===== src/design/lwalu_pkg.sv =====
// ----------------------------------------------------------------------------
// lwalu_pkg
// Shared types, constants and helpers for the longword ALU.
// ----------------------------------------------------------------------------
package lwalu_pkg;

    localparam int unsigned DATA_W    = 32;
    localparam int unsigned ACTION_W  = 4;
    localparam int unsigned IDX_IN_W  = 4;
    localparam int unsigned NUM_REGS  = 16;
    localparam int unsigned REG_IDX_W = (NUM_REGS > 1) ? $clog2(NUM_REGS) : 1;

    // steps of conditional subtract needed to fold a 4-bit index below NUM_REGS
    localparam int unsigned REDUCE_STEPS = (1 << IDX_IN_W) / NUM_REGS;
    localparam logic [6:0]  NUM_REGS_V   = 7'(NUM_REGS);

    // condition code bit positions
    localparam int unsigned CC_N_BIT = 3;
    localparam int unsigned CC_Z_BIT = 2;
    localparam int unsigned CC_V_BIT = 1;
    localparam int unsigned CC_C_BIT = 0;
    localparam int unsigned CC_W     = 4;

    typedef enum logic [ACTION_W-1:0] {
        ACT_ADD  = 4'd0,
        ACT_SUB  = 4'd1,
        ACT_OR   = 4'd2,
        ACT_BIC  = 4'd3,
        ACT_XOR  = 4'd4,
        ACT_MOV  = 4'd5,
        ACT_COM  = 4'd6,
        ACT_CMP  = 4'd7,
        ACT_TST  = 4'd8
    } action_t;

    // ALU outcome for one instruction
    typedef struct packed {
        logic [DATA_W-1:0] value;
        logic [CC_W-1:0]   cc;
        logic              wr;
        logic              defined;
    } alu_res_t;

    // low 4 bits of an operand field, folded into the register range
    function automatic logic [REG_IDX_W-1:0] reg_index(input logic [DATA_W-1:0] v);
        logic [6:0] i;
        i = {3'b000, v[IDX_IN_W-1:0]};
        for (int k = 0; k < int'(REDUCE_STEPS); k++) begin
            if (i >= NUM_REGS_V) begin
                i = i - NUM_REGS_V;
            end
        end
        return i[REG_IDX_W-1:0];
    endfunction

endpackage


===== src/design/lwalu_instr_if.sv =====
// ----------------------------------------------------------------------------
// lwalu_instr_if
// Instruction request channel: valid/ready plus the instruction fields.
// ----------------------------------------------------------------------------
interface lwalu_instr_if;
    logic                                valid;
    logic                                ready;
    logic [lwalu_pkg::ACTION_W-1:0]      action;
    logic                                src_is_literal;
    logic signed [lwalu_pkg::DATA_W-1:0] src_value;
    logic [lwalu_pkg::IDX_IN_W-1:0]      dst_reg;
    logic                                left_is_literal;
    logic signed [lwalu_pkg::DATA_W-1:0] left_value;

    modport source (
        output valid, action, src_is_literal, src_value, dst_reg,
               left_is_literal, left_value,
        input  ready
    );

    modport sink (
        input  valid, action, src_is_literal, src_value, dst_reg,
               left_is_literal, left_value,
        output ready
    );
endinterface


===== src/design/lwalu_result_if.sv =====
// ----------------------------------------------------------------------------
// lwalu_result_if
// Result request channel: valid/ready plus value, flags and status.
// ----------------------------------------------------------------------------
interface lwalu_result_if;
    logic                                valid;
    logic                                ready;
    logic signed [lwalu_pkg::DATA_W-1:0] result_value;
    logic [lwalu_pkg::CC_W-1:0]          cond_codes;
    logic [lwalu_pkg::DATA_W-1:0]        status_word;
    logic                                reg_written;

    modport source (
        output valid, result_value, cond_codes, status_word, reg_written,
        input  ready
    );

    modport sink (
        input  valid, result_value, cond_codes, status_word, reg_written,
        output ready
    );
endinterface


===== src/design/longword_alu_with_condition_codes_top.sv =====
// ----------------------------------------------------------------------------
// longword_alu_with_condition_codes_top
// 32-bit ALU with a register file, status longword and NZVC flags.
// ----------------------------------------------------------------------------
// Usage:
//   instr  : instruction requests (action, operands, destination register).
//   result : one result request per instruction: value, NZVC flags, the
//            updated status longword and whether a register was written.
//   Both channels use valid/ready; a request moves on an edge where both
//   are high.
// Timing:
//   Two stages. The accept edge captures the instruction and launches the
//   register-file reads (registered RAM read); the edge on which the execute
//   stage advances computes in the ALU, writes the register file and status,
//   and loads the output register. The result request is valid once the
//   output register is loaded; throughput is one instruction per cycle while
//   result.ready stays high. Back-to-back dependencies are covered by a
//   one-entry bypass of the most recent register write.
// Reset:
//   rst_n clears all control state, the status longword and the per-register
//   valid bits, so every register reads as zero until first written. No
//   clearing pass is needed; the block accepts requests right after reset.
// Stall:
//   If result.ready is low the output register holds; the execute stage then
//   holds too and instr.ready drops once both are occupied.
// ----------------------------------------------------------------------------
module longword_alu_with_condition_codes_top (
    input  logic                  clk,
    input  logic                  rst_n,
    lwalu_instr_if.sink           instr,
    lwalu_result_if.source        result
);

    localparam int unsigned DW = lwalu_pkg::DATA_W;
    localparam int unsigned IW = lwalu_pkg::REG_IDX_W;

    // ---------------- handshake ----------------
    logic in_acc;
    logic ex_adv;

    // ---------------- execute stage ----------------
    logic                             ex_vld_reg;
    logic [lwalu_pkg::ACTION_W-1:0]   ex_action_reg;
    logic                             ex_src_lit_reg;
    logic [DW-1:0]                    ex_src_val_reg;
    logic [IW-1:0]                    ex_src_idx_reg;
    logic                             ex_left_lit_reg;   // compare with literal minuend
    logic [DW-1:0]                    ex_left_val_reg;
    logic [IW-1:0]                    ex_b_idx_reg;      // dst, or minuend reg for compare
    logic [IW-1:0]                    ex_dst_idx_reg;

    // ---------------- register file support ----------------
    logic [lwalu_pkg::NUM_REGS-1:0]   reg_vld_reg;       // cleared at reset
    logic                             fwd_vld_reg;       // last write bypass
    logic [IW-1:0]                    fwd_idx_reg;
    logic [DW-1:0]                    fwd_data_reg;
    logic [DW-1:0]                    ram_q_a;
    logic [DW-1:0]                    ram_q_b;
    logic [IW-1:0]                    rd_idx_a;
    logic [IW-1:0]                    rd_idx_b;

    // ---------------- status and output ----------------
    logic [DW-1:0]                    status_reg;
    logic [DW-1:0]                    status_next;
    logic                             out_vld_reg;
    logic [DW-1:0]                    out_value_reg;
    logic [lwalu_pkg::CC_W-1:0]       out_cc_reg;
    logic [DW-1:0]                    out_status_reg;
    logic                             out_wr_reg;

    logic [DW-1:0]                    src_op;
    logic [DW-1:0]                    left_op;
    lwalu_pkg::alu_res_t              alu_res;

    // Execute stage drains when the output register is free or being taken.
    assign ex_adv       = ex_vld_reg && (!out_vld_reg || result.ready);
    assign instr.ready  = !ex_vld_reg || ex_adv;
    assign in_acc       = instr.valid && instr.ready;

    // Read addresses from the incoming request; compare reads its minuend
    // register on port B instead of the destination.
    assign rd_idx_a = lwalu_pkg::reg_index(instr.src_value);
    assign rd_idx_b = (instr.action == lwalu_pkg::ACT_CMP)
                    ? lwalu_pkg::reg_index(instr.left_value)
                    : lwalu_pkg::reg_index({{(DW-lwalu_pkg::IDX_IN_W){1'b0}}, instr.dst_reg});

    lwalu_ram #(
        .WIDTH (DW),
        .DEPTH (lwalu_pkg::NUM_REGS)
    ) u_regfile (
        .clk       (clk),
        .wr_en     (ex_adv && alu_res.wr),
        .wr_addr   (ex_dst_idx_reg),
        .wr_data   (alu_res.value),
        .rd_en_a   (in_acc),
        .rd_addr_a (rd_idx_a),
        .rd_data_a (ram_q_a),
        .rd_en_b   (in_acc),
        .rd_addr_b (rd_idx_b),
        .rd_data_b (ram_q_b)
    );

    always_ff @(posedge clk or negedge rst_n)
    begin
        if (!rst_n)
        begin
            ex_vld_reg <= 1'b0;
        end
        else if (in_acc)
        begin
            ex_vld_reg <= 1'b1;
        end
        else if (ex_adv)
        begin
            ex_vld_reg <= 1'b0;
        end
    end

    // Payload of the execute stage.
    always_ff @(posedge clk)
    begin
        if (in_acc)
        begin
            ex_action_reg   <= instr.action;
            ex_src_lit_reg  <= instr.src_is_literal;
            ex_src_val_reg  <= instr.src_value;
            ex_src_idx_reg  <= rd_idx_a;
            ex_left_lit_reg <= (instr.action == lwalu_pkg::ACT_CMP) && instr.left_is_literal;
            ex_left_val_reg <= instr.left_value;
            ex_b_idx_reg    <= rd_idx_b;
            ex_dst_idx_reg  <= lwalu_pkg::reg_index(
                                   {{(DW-lwalu_pkg::IDX_IN_W){1'b0}}, instr.dst_reg});
        end
    end

    // Register read resolve: latest write wins, never-written reads as zero.
    function automatic logic [DW-1:0] reg_read(
        input logic [IW-1:0]                  idx,
        input logic [DW-1:0]                  ram_q,
        input logic                           fv,
        input logic [IW-1:0]                  fidx,
        input logic [DW-1:0]                  fdata,
        input logic [lwalu_pkg::NUM_REGS-1:0] vld
    );
        logic [DW-1:0] r;
        if (fv && (fidx == idx))
        begin
            r = fdata;
        end
        else if (vld[idx])
        begin
            r = ram_q;
        end
        else
        begin
            r = '0;
        end
        return r;
    endfunction

    assign src_op  = ex_src_lit_reg ? ex_src_val_reg
                   : reg_read(ex_src_idx_reg, ram_q_a, fwd_vld_reg, fwd_idx_reg,
                              fwd_data_reg, reg_vld_reg);
    assign left_op = ex_left_lit_reg ? ex_left_val_reg
                   : reg_read(ex_b_idx_reg, ram_q_b, fwd_vld_reg, fwd_idx_reg,
                              fwd_data_reg, reg_vld_reg);

    lwalu_alu u_alu (
        .action (ex_action_reg),
        .src    (src_op),
        .left   (left_op),
        .cc_now (status_reg[lwalu_pkg::CC_W-1:0]),
        .res    (alu_res)
    );

    // Flags replace the low nibble; upper bits are kept.
    assign status_next = {status_reg[DW-1:lwalu_pkg::CC_W], alu_res.cc};

    always_ff @(posedge clk or negedge rst_n)
    begin
        if (!rst_n)
        begin
            status_reg  <= '0;
            reg_vld_reg <= '0;
            fwd_vld_reg <= 1'b0;
        end
        else if (ex_adv)
        begin
            status_reg <= status_next;
            if (alu_res.wr)
            begin
                reg_vld_reg[ex_dst_idx_reg] <= 1'b1;
                fwd_vld_reg                 <= 1'b1;
            end
        end
    end

    always_ff @(posedge clk)
    begin
        if (ex_adv && alu_res.wr)
        begin
            fwd_idx_reg  <= ex_dst_idx_reg;
            fwd_data_reg <= alu_res.value;
        end
    end

    // Output register.
    always_ff @(posedge clk or negedge rst_n)
    begin
        if (!rst_n)
        begin
            out_vld_reg <= 1'b0;
        end
        else if (ex_adv)
        begin
            out_vld_reg <= 1'b1;
        end
        else if (result.ready)
        begin
            out_vld_reg <= 1'b0;
        end
    end

    always_ff @(posedge clk)
    begin
        if (ex_adv)
        begin
            out_value_reg  <= alu_res.value;
            out_cc_reg     <= alu_res.cc;
            out_status_reg <= status_next;
            out_wr_reg     <= alu_res.wr;
        end
    end

    assign result.valid        = out_vld_reg;
    assign result.result_value = out_value_reg;
    assign result.cond_codes   = out_cc_reg;
    assign result.status_word  = out_status_reg;
    assign result.reg_written  = out_wr_reg;

    // ---------------- assertions ----------------
    a_cc_in_status: assert property (@(posedge clk) disable iff (!rst_n)
        out_vld_reg |-> (out_status_reg[lwalu_pkg::CC_W-1:0] == out_cc_reg))
        else $error("result flags differ from status low nibble");

    a_bypass_tracks_write: assert property (@(posedge clk) disable iff (!rst_n)
        (ex_adv && alu_res.wr) |=> (fwd_vld_reg && (fwd_idx_reg == $past(ex_dst_idx_reg))
                                    && (fwd_data_reg == out_value_reg)))
        else $error("bypass register missed the last register write");

    a_stall_only_when_full: assert property (@(posedge clk) disable iff (!rst_n)
        !instr.ready |-> (ex_vld_reg && out_vld_reg && !result.ready))
        else $error("instruction channel stalled with room in the pipeline");

endmodule


===== src/design/lwalu_ram.sv =====
// ----------------------------------------------------------------------------
// lwalu_ram
// Generic RAM: one write port, two read ports with registered read data.
// ----------------------------------------------------------------------------
module lwalu_ram #(
    parameter int unsigned WIDTH = 32,
    parameter int unsigned DEPTH = 16
) (
    input  logic                                  clk,
    input  logic                                  wr_en,
    input  logic [((DEPTH > 1) ? $clog2(DEPTH) : 1)-1:0] wr_addr,
    input  logic [WIDTH-1:0]                      wr_data,
    input  logic                                  rd_en_a,
    input  logic [((DEPTH > 1) ? $clog2(DEPTH) : 1)-1:0] rd_addr_a,
    output logic [WIDTH-1:0]                      rd_data_a,
    input  logic                                  rd_en_b,
    input  logic [((DEPTH > 1) ? $clog2(DEPTH) : 1)-1:0] rd_addr_b,
    output logic [WIDTH-1:0]                      rd_data_b
);

    logic [WIDTH-1:0] mem [DEPTH];
    logic [WIDTH-1:0] rd_a_reg;
    logic [WIDTH-1:0] rd_b_reg;

    always_ff @(posedge clk)
    begin
        if (wr_en)
        begin
            mem[wr_addr] <= wr_data;
        end
        if (rd_en_a)
        begin
            rd_a_reg <= mem[rd_addr_a];
        end
        if (rd_en_b)
        begin
            rd_b_reg <= mem[rd_addr_b];
        end
    end

    assign rd_data_a = rd_a_reg;
    assign rd_data_b = rd_b_reg;

endmodule


===== src/design/lwalu_alu.sv =====
// ----------------------------------------------------------------------------
// lwalu_alu
// Combinational ALU: result, NZVC flags and register-write decision.
// ----------------------------------------------------------------------------
module lwalu_alu (
    input  logic [lwalu_pkg::ACTION_W-1:0] action,
    input  logic [lwalu_pkg::DATA_W-1:0]   src,
    input  logic [lwalu_pkg::DATA_W-1:0]   left,
    input  logic [lwalu_pkg::CC_W-1:0]     cc_now,
    output lwalu_pkg::alu_res_t            res
);

    logic [lwalu_pkg::DATA_W:0]   sum_ext;
    logic [lwalu_pkg::DATA_W:0]   dif_ext;
    logic [lwalu_pkg::DATA_W-1:0] val;
    logic                         v_add;
    logic                         v_sub;
    localparam int unsigned MSB = lwalu_pkg::DATA_W - 1;

    assign sum_ext = {1'b0, left} + {1'b0, src};
    assign dif_ext = {1'b0, left} - {1'b0, src};

    // signed overflow
    assign v_add = (~(src[MSB] ^ left[MSB])) & (src[MSB] ^ sum_ext[MSB]);
    assign v_sub = (left[MSB] ^ src[MSB]) & (left[MSB] ^ dif_ext[MSB]);

    always_comb
    begin
        val         = '0;
        res.value   = '0;
        res.cc      = cc_now;
        res.wr      = 1'b0;
        res.defined = 1'b1;
        unique case (action) inside
            lwalu_pkg::ACT_ADD:
            begin
                val = sum_ext[MSB:0];
                res.cc[lwalu_pkg::CC_V_BIT] = v_add;
                res.cc[lwalu_pkg::CC_C_BIT] = sum_ext[lwalu_pkg::DATA_W];
                res.wr = 1'b1;
            end
            lwalu_pkg::ACT_SUB, lwalu_pkg::ACT_CMP:
            begin
                val = dif_ext[MSB:0];
                res.cc[lwalu_pkg::CC_V_BIT] = v_sub;
                res.cc[lwalu_pkg::CC_C_BIT] = dif_ext[lwalu_pkg::DATA_W];
                res.wr = (action == lwalu_pkg::ACT_SUB);
            end
            lwalu_pkg::ACT_OR,  lwalu_pkg::ACT_BIC, lwalu_pkg::ACT_XOR,
            lwalu_pkg::ACT_MOV, lwalu_pkg::ACT_COM, lwalu_pkg::ACT_TST:
            begin
                case (action)
                    lwalu_pkg::ACT_OR:  val = left | src;
                    lwalu_pkg::ACT_BIC: val = left & ~src;
                    lwalu_pkg::ACT_XOR: val = left ^ src;
                    lwalu_pkg::ACT_COM: val = ~src;
                    default:            val = src;
                endcase
                res.cc[lwalu_pkg::CC_V_BIT] = 1'b0;
                res.cc[lwalu_pkg::CC_C_BIT] = 1'b0;
                res.wr = (action != lwalu_pkg::ACT_TST);
            end
            default:
            begin
                // unknown opcode: nothing written, flags unchanged
                res.defined = 1'b0;
            end
        endcase
        if (res.defined)
        begin
            res.value = val;
            res.cc[lwalu_pkg::CC_N_BIT] = val[MSB];
            res.cc[lwalu_pkg::CC_Z_BIT] = (val == '0);
        end
    end

endmodule

===== src/flat_wrapper.sv =====
// flat-port wrapper written by rule: the top's interface ports become plain ports
module longword_alu_with_condition_codes_top_flat 
  (clk, rst_n, instr_valid, instr_action, instr_src_is_literal, instr_src_value, instr_dst_reg, instr_left_is_literal, instr_left_value, instr_ready, result_valid, result_result_value, result_cond_codes, result_status_word, result_reg_written, result_ready);
  lwalu_instr_if instr_i ();
  lwalu_result_if result_i ();
  input  logic clk;
  input  logic rst_n;
  input wire logic [$bits(instr_i.valid)-1:0] instr_valid;
  input wire logic [$bits(instr_i.action)-1:0] instr_action;
  input wire logic [$bits(instr_i.src_is_literal)-1:0] instr_src_is_literal;
  input wire logic [$bits(instr_i.src_value)-1:0] instr_src_value;
  input wire logic [$bits(instr_i.dst_reg)-1:0] instr_dst_reg;
  input wire logic [$bits(instr_i.left_is_literal)-1:0] instr_left_is_literal;
  input wire logic [$bits(instr_i.left_value)-1:0] instr_left_value;
  output wire logic [$bits(instr_i.ready)-1:0] instr_ready;
  output wire logic [$bits(result_i.valid)-1:0] result_valid;
  output wire logic [$bits(result_i.result_value)-1:0] result_result_value;
  output wire logic [$bits(result_i.cond_codes)-1:0] result_cond_codes;
  output wire logic [$bits(result_i.status_word)-1:0] result_status_word;
  output wire logic [$bits(result_i.reg_written)-1:0] result_reg_written;
  input wire logic [$bits(result_i.ready)-1:0] result_ready;
  assign instr_i.valid = instr_valid;
  assign instr_i.action = instr_action;
  assign instr_i.src_is_literal = instr_src_is_literal;
  assign instr_i.src_value = instr_src_value;
  assign instr_i.dst_reg = instr_dst_reg;
  assign instr_i.left_is_literal = instr_left_is_literal;
  assign instr_i.left_value = instr_left_value;
  assign instr_ready = instr_i.ready;
  assign result_valid = result_i.valid;
  assign result_result_value = result_i.result_value;
  assign result_cond_codes = result_i.cond_codes;
  assign result_status_word = result_i.status_word;
  assign result_reg_written = result_i.reg_written;
  assign result_i.ready = result_ready;
  longword_alu_with_condition_codes_top u_core (.clk(clk), .rst_n(rst_n), .instr(instr_i), .result(result_i));
endmodule

===== config.mk =====
export PLATFORM = sky130hd
export DESIGN_NAME = longword_alu_with_condition_codes_top_flat
export DESIGN_NICKNAME = d
export VERILOG_FILES = /design/src/design/lwalu_pkg.sv /design/src/design/lwalu_instr_if.sv /design/src/design/lwalu_result_if.sv /design/src/design/longword_alu_with_condition_codes_top.sv /design/src/design/lwalu_ram.sv /design/src/design/lwalu_alu.sv /design/src/flat_wrapper.sv
export SDC_FILE = /design/constraint.sdc
export NUM_CORES = 1
export LEC_CHECK = 0
export ABC_CLOCK_PERIOD_IN_PS = 22600
export BUFFER_PORTS_ARGS = -buffer_cell sky130_fd_sc_hd__buf_2
export CAP_MARGIN = 20
export CELL_PAD_IN_SITES_DETAIL_PLACEMENT = 0
export CELL_PAD_IN_SITES_GLOBAL_PLACEMENT = 2
export CORE_ASPECT_RATIO = 0.7
export CORE_MARGIN = 1
export CORE_UTILIZATION = 35
export DETAILED_ROUTE_END_ITERATION = 6
export GPL_ROUTABILITY_DRIVEN = 0
export PLACE_DENSITY = 0.75
export SYNTH_ARGS = -nofsm -noshare
export SYNTH_HDL_FRONTEND = slang
export SYNTH_SLANG_ARGS = --single-unit

===== constraint.sdc =====
create_clock -name clk -period 22.6 [get_ports clk]
set_clock_uncertainty 0.1 [all_clocks]
set_input_delay 0 -clock clk [delete_from_list [all_inputs] [get_ports clk]]
set_output_delay 0 -clock clk [all_outputs]
set_load 0.05 [all_outputs]

==> metrics.md <==
| Metric | Value |
|---|---|
| CTS Buf Count | `73` |
| Unrepaired setup endpoints after global routing | `no` |
| IO Count | `149` |
| Initial Util | `35.60%` |
| Syn. warnings | `0` |
| Initial drt markers | `4327` |
| Part of the cycle the worst path needs | `34.71%` |
| Initial antenna violation count | `6` |
| Synth Register Bits | `750` |
| CTS tree | `yes` |
| P&R area growth vs syn | `15.36%` |
| Commonest non-fill, non-tap cell in the layout | `edfxtp_1` |
| CTS sink cnt | `750` |
| Min Tclk post-route | `7.844 ns` |
| Root buffer cell | `clkbuf_16` |
| Final Max Slew Viols | `0` |
| Row count | `102` |
| Non-Filler Instances | `5069` |
| Ys async rst share | `3.067%` |
| DP Area | `42050 sq um` |
| Synth Area in Adders | `3.414%` |
| Vias | `30337` |
| CP Max Fanout | `30` |
| Largest net degree at the start of global routing | `156` |
| Number of synthesized flops with an enable pin | `727` |
| Design Power | `3.876 mW` |
| Setup crit start | `u_core.ex_src_idx_reg[0]$_DFFE_PP_` |
| Most common flop cell mapped by yosys | `edfxtp_1` |
| PwrDens | `84.71 nW/um^2` |
| Slew Limit Headroom | `12.52%` |
| Die H | `283.6 um` |
| Via density | `5.985` |
| Setup Crit Path Kind | `reg2reg` |
| Vias in the first global route | `28427` |
| Synth Area in Compound Gates | `12.14%` |
| Worst min path class | `in2reg` |
| Synth unique cells | `91` |
| Critical path endpoint category | `flop` |
| Grt ovf | `0` |
| CORE AREA | `111400 sq um` |
| Nets | `3693` |
| DRC viols | `0` |
| DP Cell Count | `4801` |
| TritonRoute pass-1 iters | `6` |
| Design Area, Final | `45750 sq um` |
| GR Util All Layers | `25.46%` |
| First-pass GRT wire length | `211100 um` |
| Clock transition at path regs | `0.07 ns` |
| CP arrival | `8.28 ns` |
| Clk buf depth | `3` |
| Drt total wl | `148300 um` |
| VDD IR-drop max | `0.00005837 V` |
| Multiplexer share of the synthesized area | `10.14%` |
| Final setup fails | `0` |
| Largest Register | `u_core.u_regfile.mem` |
| Clk_lat worst skew | `0.68 ns` |
| Critical Path RT | `23.03 ns` |
| Number of H-tree levels | `3` |
| Die Area | `114700 sq um` |
| N_diodes | `0` |
| Share of cells above drive strength 1 | `15.75%` |
| XOR/XNOR share of the synthesized area | `0.4638%` |
| PortBufs | `120` |
| Hold Violations, Final | `0` |
| DR WL/cell | `29.25 um` |
| Max Clock Freq | `127.5 MHz` |
| Cells after Synth | `3332` |
| Slew @ Worst Pin | `1.287 ns` |
| Setup TNS Final | `0 ns` |
| Lkg Pwr | `16.28 nW` |
| Max reg flops | `512` |
| Die width | `404.3 um` |
| Most frequent cells in the layout | `edfxtp_1, nand2_1, mux4_2, a21oi_1, nand3_1` |
| Type of origin of the critical path | `flop` |
| Area of the mapped netlist | `39660 sq um` |
| Mapped Avg Cell Area | `11.90 sq um` |
| Hold path startpoint | `instr_src_value[3]` |
| ANT nets after route | `0` |
| RR Startpoint | `u_core.ex_src_idx_reg[0]$_DFFE_PP_` |
| Post-synthesis sequential area ratio | `56.50%` |
| Status | `finished, final reports clean` |
| Final Core Density | `41.06%` |
| Dpl hpwl | `91700 um` |
| Max-cap viol count | `0` |
| Main combinational cell family by area after synthesis | `simple AND/OR/NAND/NOR gates` |
| Post-Synth Simple-Gate Area | `13.31%` |
final cells by class:
cell class	instances	area, sq um
fillers	10501	65660
flip-flops and latches	750	22410
multi-input cells	2220	15990
repair buffers	350	2741
clock buffers	88	1936
well taps	1508	1887
inverters	113	434.2
clock inverters	40	352.8
critical path: stages, from the launching register on:
cell and delay [ns]:
edfxtp_1 0.55, xnor2_1 0.24, nand4_1 0.50, nor2_2 0.24, buf_4 0.51, nor2_4 0.21
a221o_1 0.34, o21ai_0 0.27, inv_1 0.15, ha_1 0.29, fa_1 0.48, a21o_1 0.21
a221oi_1 0.75, nor2_1 0.16, a32o_1 0.34, o22a_1 0.31, nor4b_1 0.18, o31ai_1 0.27
nand4_1 0.63, nor4_1 0.59, nand4_1 0.17, o21ai_1 0.18
final timing paths:
| kind | to | slack, ns | cells past startpoint |
|---|---|---|---|
| worst max register to register | u_core.result.status_word[2]$_DFFE_PP_ | 14.76 | 21 |
| min in group asynchronous | u_core.status_reg[2]$_DFFE_PN0P_ | 0.36 | 4 |
| max in group asynchronous | u_core.reg_vld_reg[11]$_DFFE_PN0P_ | 21.86 | 4 |
| worst max-delay path | u_core.result.status_word[2]$_DFFE_PP_ | 14.76 | 21 |
| worst min register to register | u_core.status_reg[1]$_DFFE_PN0P_ | 0.39 | 2 |
| worst min-delay path | u_core.ex_src_val_reg[3]$_DFFE_PP_ | 0.03 | 2 |
cell usage after synthesis, drive strengths merged, types with 8 or more instances:
library cell | count | area, sq um
a211oi | 20 | 155.1
a21o | 19 | 142.6
a21oi | 161 | 805.8
a221oi | 20 | 175.2
a22o | 12 | 105.1
a22oi | 13 | 97.59
a311oi | 98 | 858.3
a31oi | 50 | 312.8
and3 | 105 | 656.9
buf | 69 | 394.1
clkbuf | 207 | 778.2
dfrtp | 23 | 575.6
edfxtp | 727 | 21830
ha | 105 | 1314
inv | 111 | 416.7
mux2i | 15 | 153.9
mux4 | 169 | 3806
nand2 | 653 | 2451
nand2b | 20 | 125.1
nand3 | 151 | 755.7
nand4 | 14 | 87.58
nor2 | 124 | 473.0
nor2b | 11 | 68.82
nor3 | 29 | 156.4
nor4 | 13 | 81.33
o211ai | 21 | 157.7
o21a | 14 | 105.1
o21ai | 109 | 545.5
o21bai | 12 | 90.09
o221ai | 14 | 122.6
o22ai | 17 | 106.4
o31ai | 13 | 97.59
o41ai | 8 | 77.58
or2 | 21 | 131.4
or3 | 9 | 56.30
or4 | 8 | 60.06
xnor2 | 17 | 148.9
per-layer routing:
| metal | wire (um) | track usage [%] |
|---|---|---|
| met5 | 0 | 0 |
| met4 | 3629 | 6.089 |
| met3 | 16790 | 6.960 |
| met2 | 61080 | 35.23 |
| met1 | 66760 | 38.93 |
cells by family (layout without fill, tap and decap cells):
kind of cell	count (synthesis)	count (layout)
multiplexers	189	189
other	1	28
flip-flops	750	750
AND/OR/NAND/NOR	1180	1180
buffers and inverters	389	591
XOR/XNOR	21	21
adder cells (fa/ha/maj)	107	107
AO/OA/AOI/OAI	695	695
power breakdown:
part           leakage (nW)  switching (mW)  total, mW  internal [mW]
sequential             6.99          0.0382       1.71           1.67
combinational          8.18           0.667      0.943          0.276
clock                  1.10           0.560       1.22          0.661
through the flow:
stage | setup slack, ns | hold WS (ns)
after floorplan | 15.46 | -0.3956
after global placement | 15.19 | -0.04882
after detailed placement | 15.05 | -0.04980
after CTS | 15.02 | 0.003991
after global routing | 14.35 | 0.009879
final | 14.76 | 0.03405
what timing repair did:
item	CTS	global route
setup endpoints to repair	0	0
endpoints found under the hold margin	123	0
gates resized for setup	0	0
setup buffers	0	0
hold buffers	140	0
Note: power is estimated with default switching activity, not from simulation.
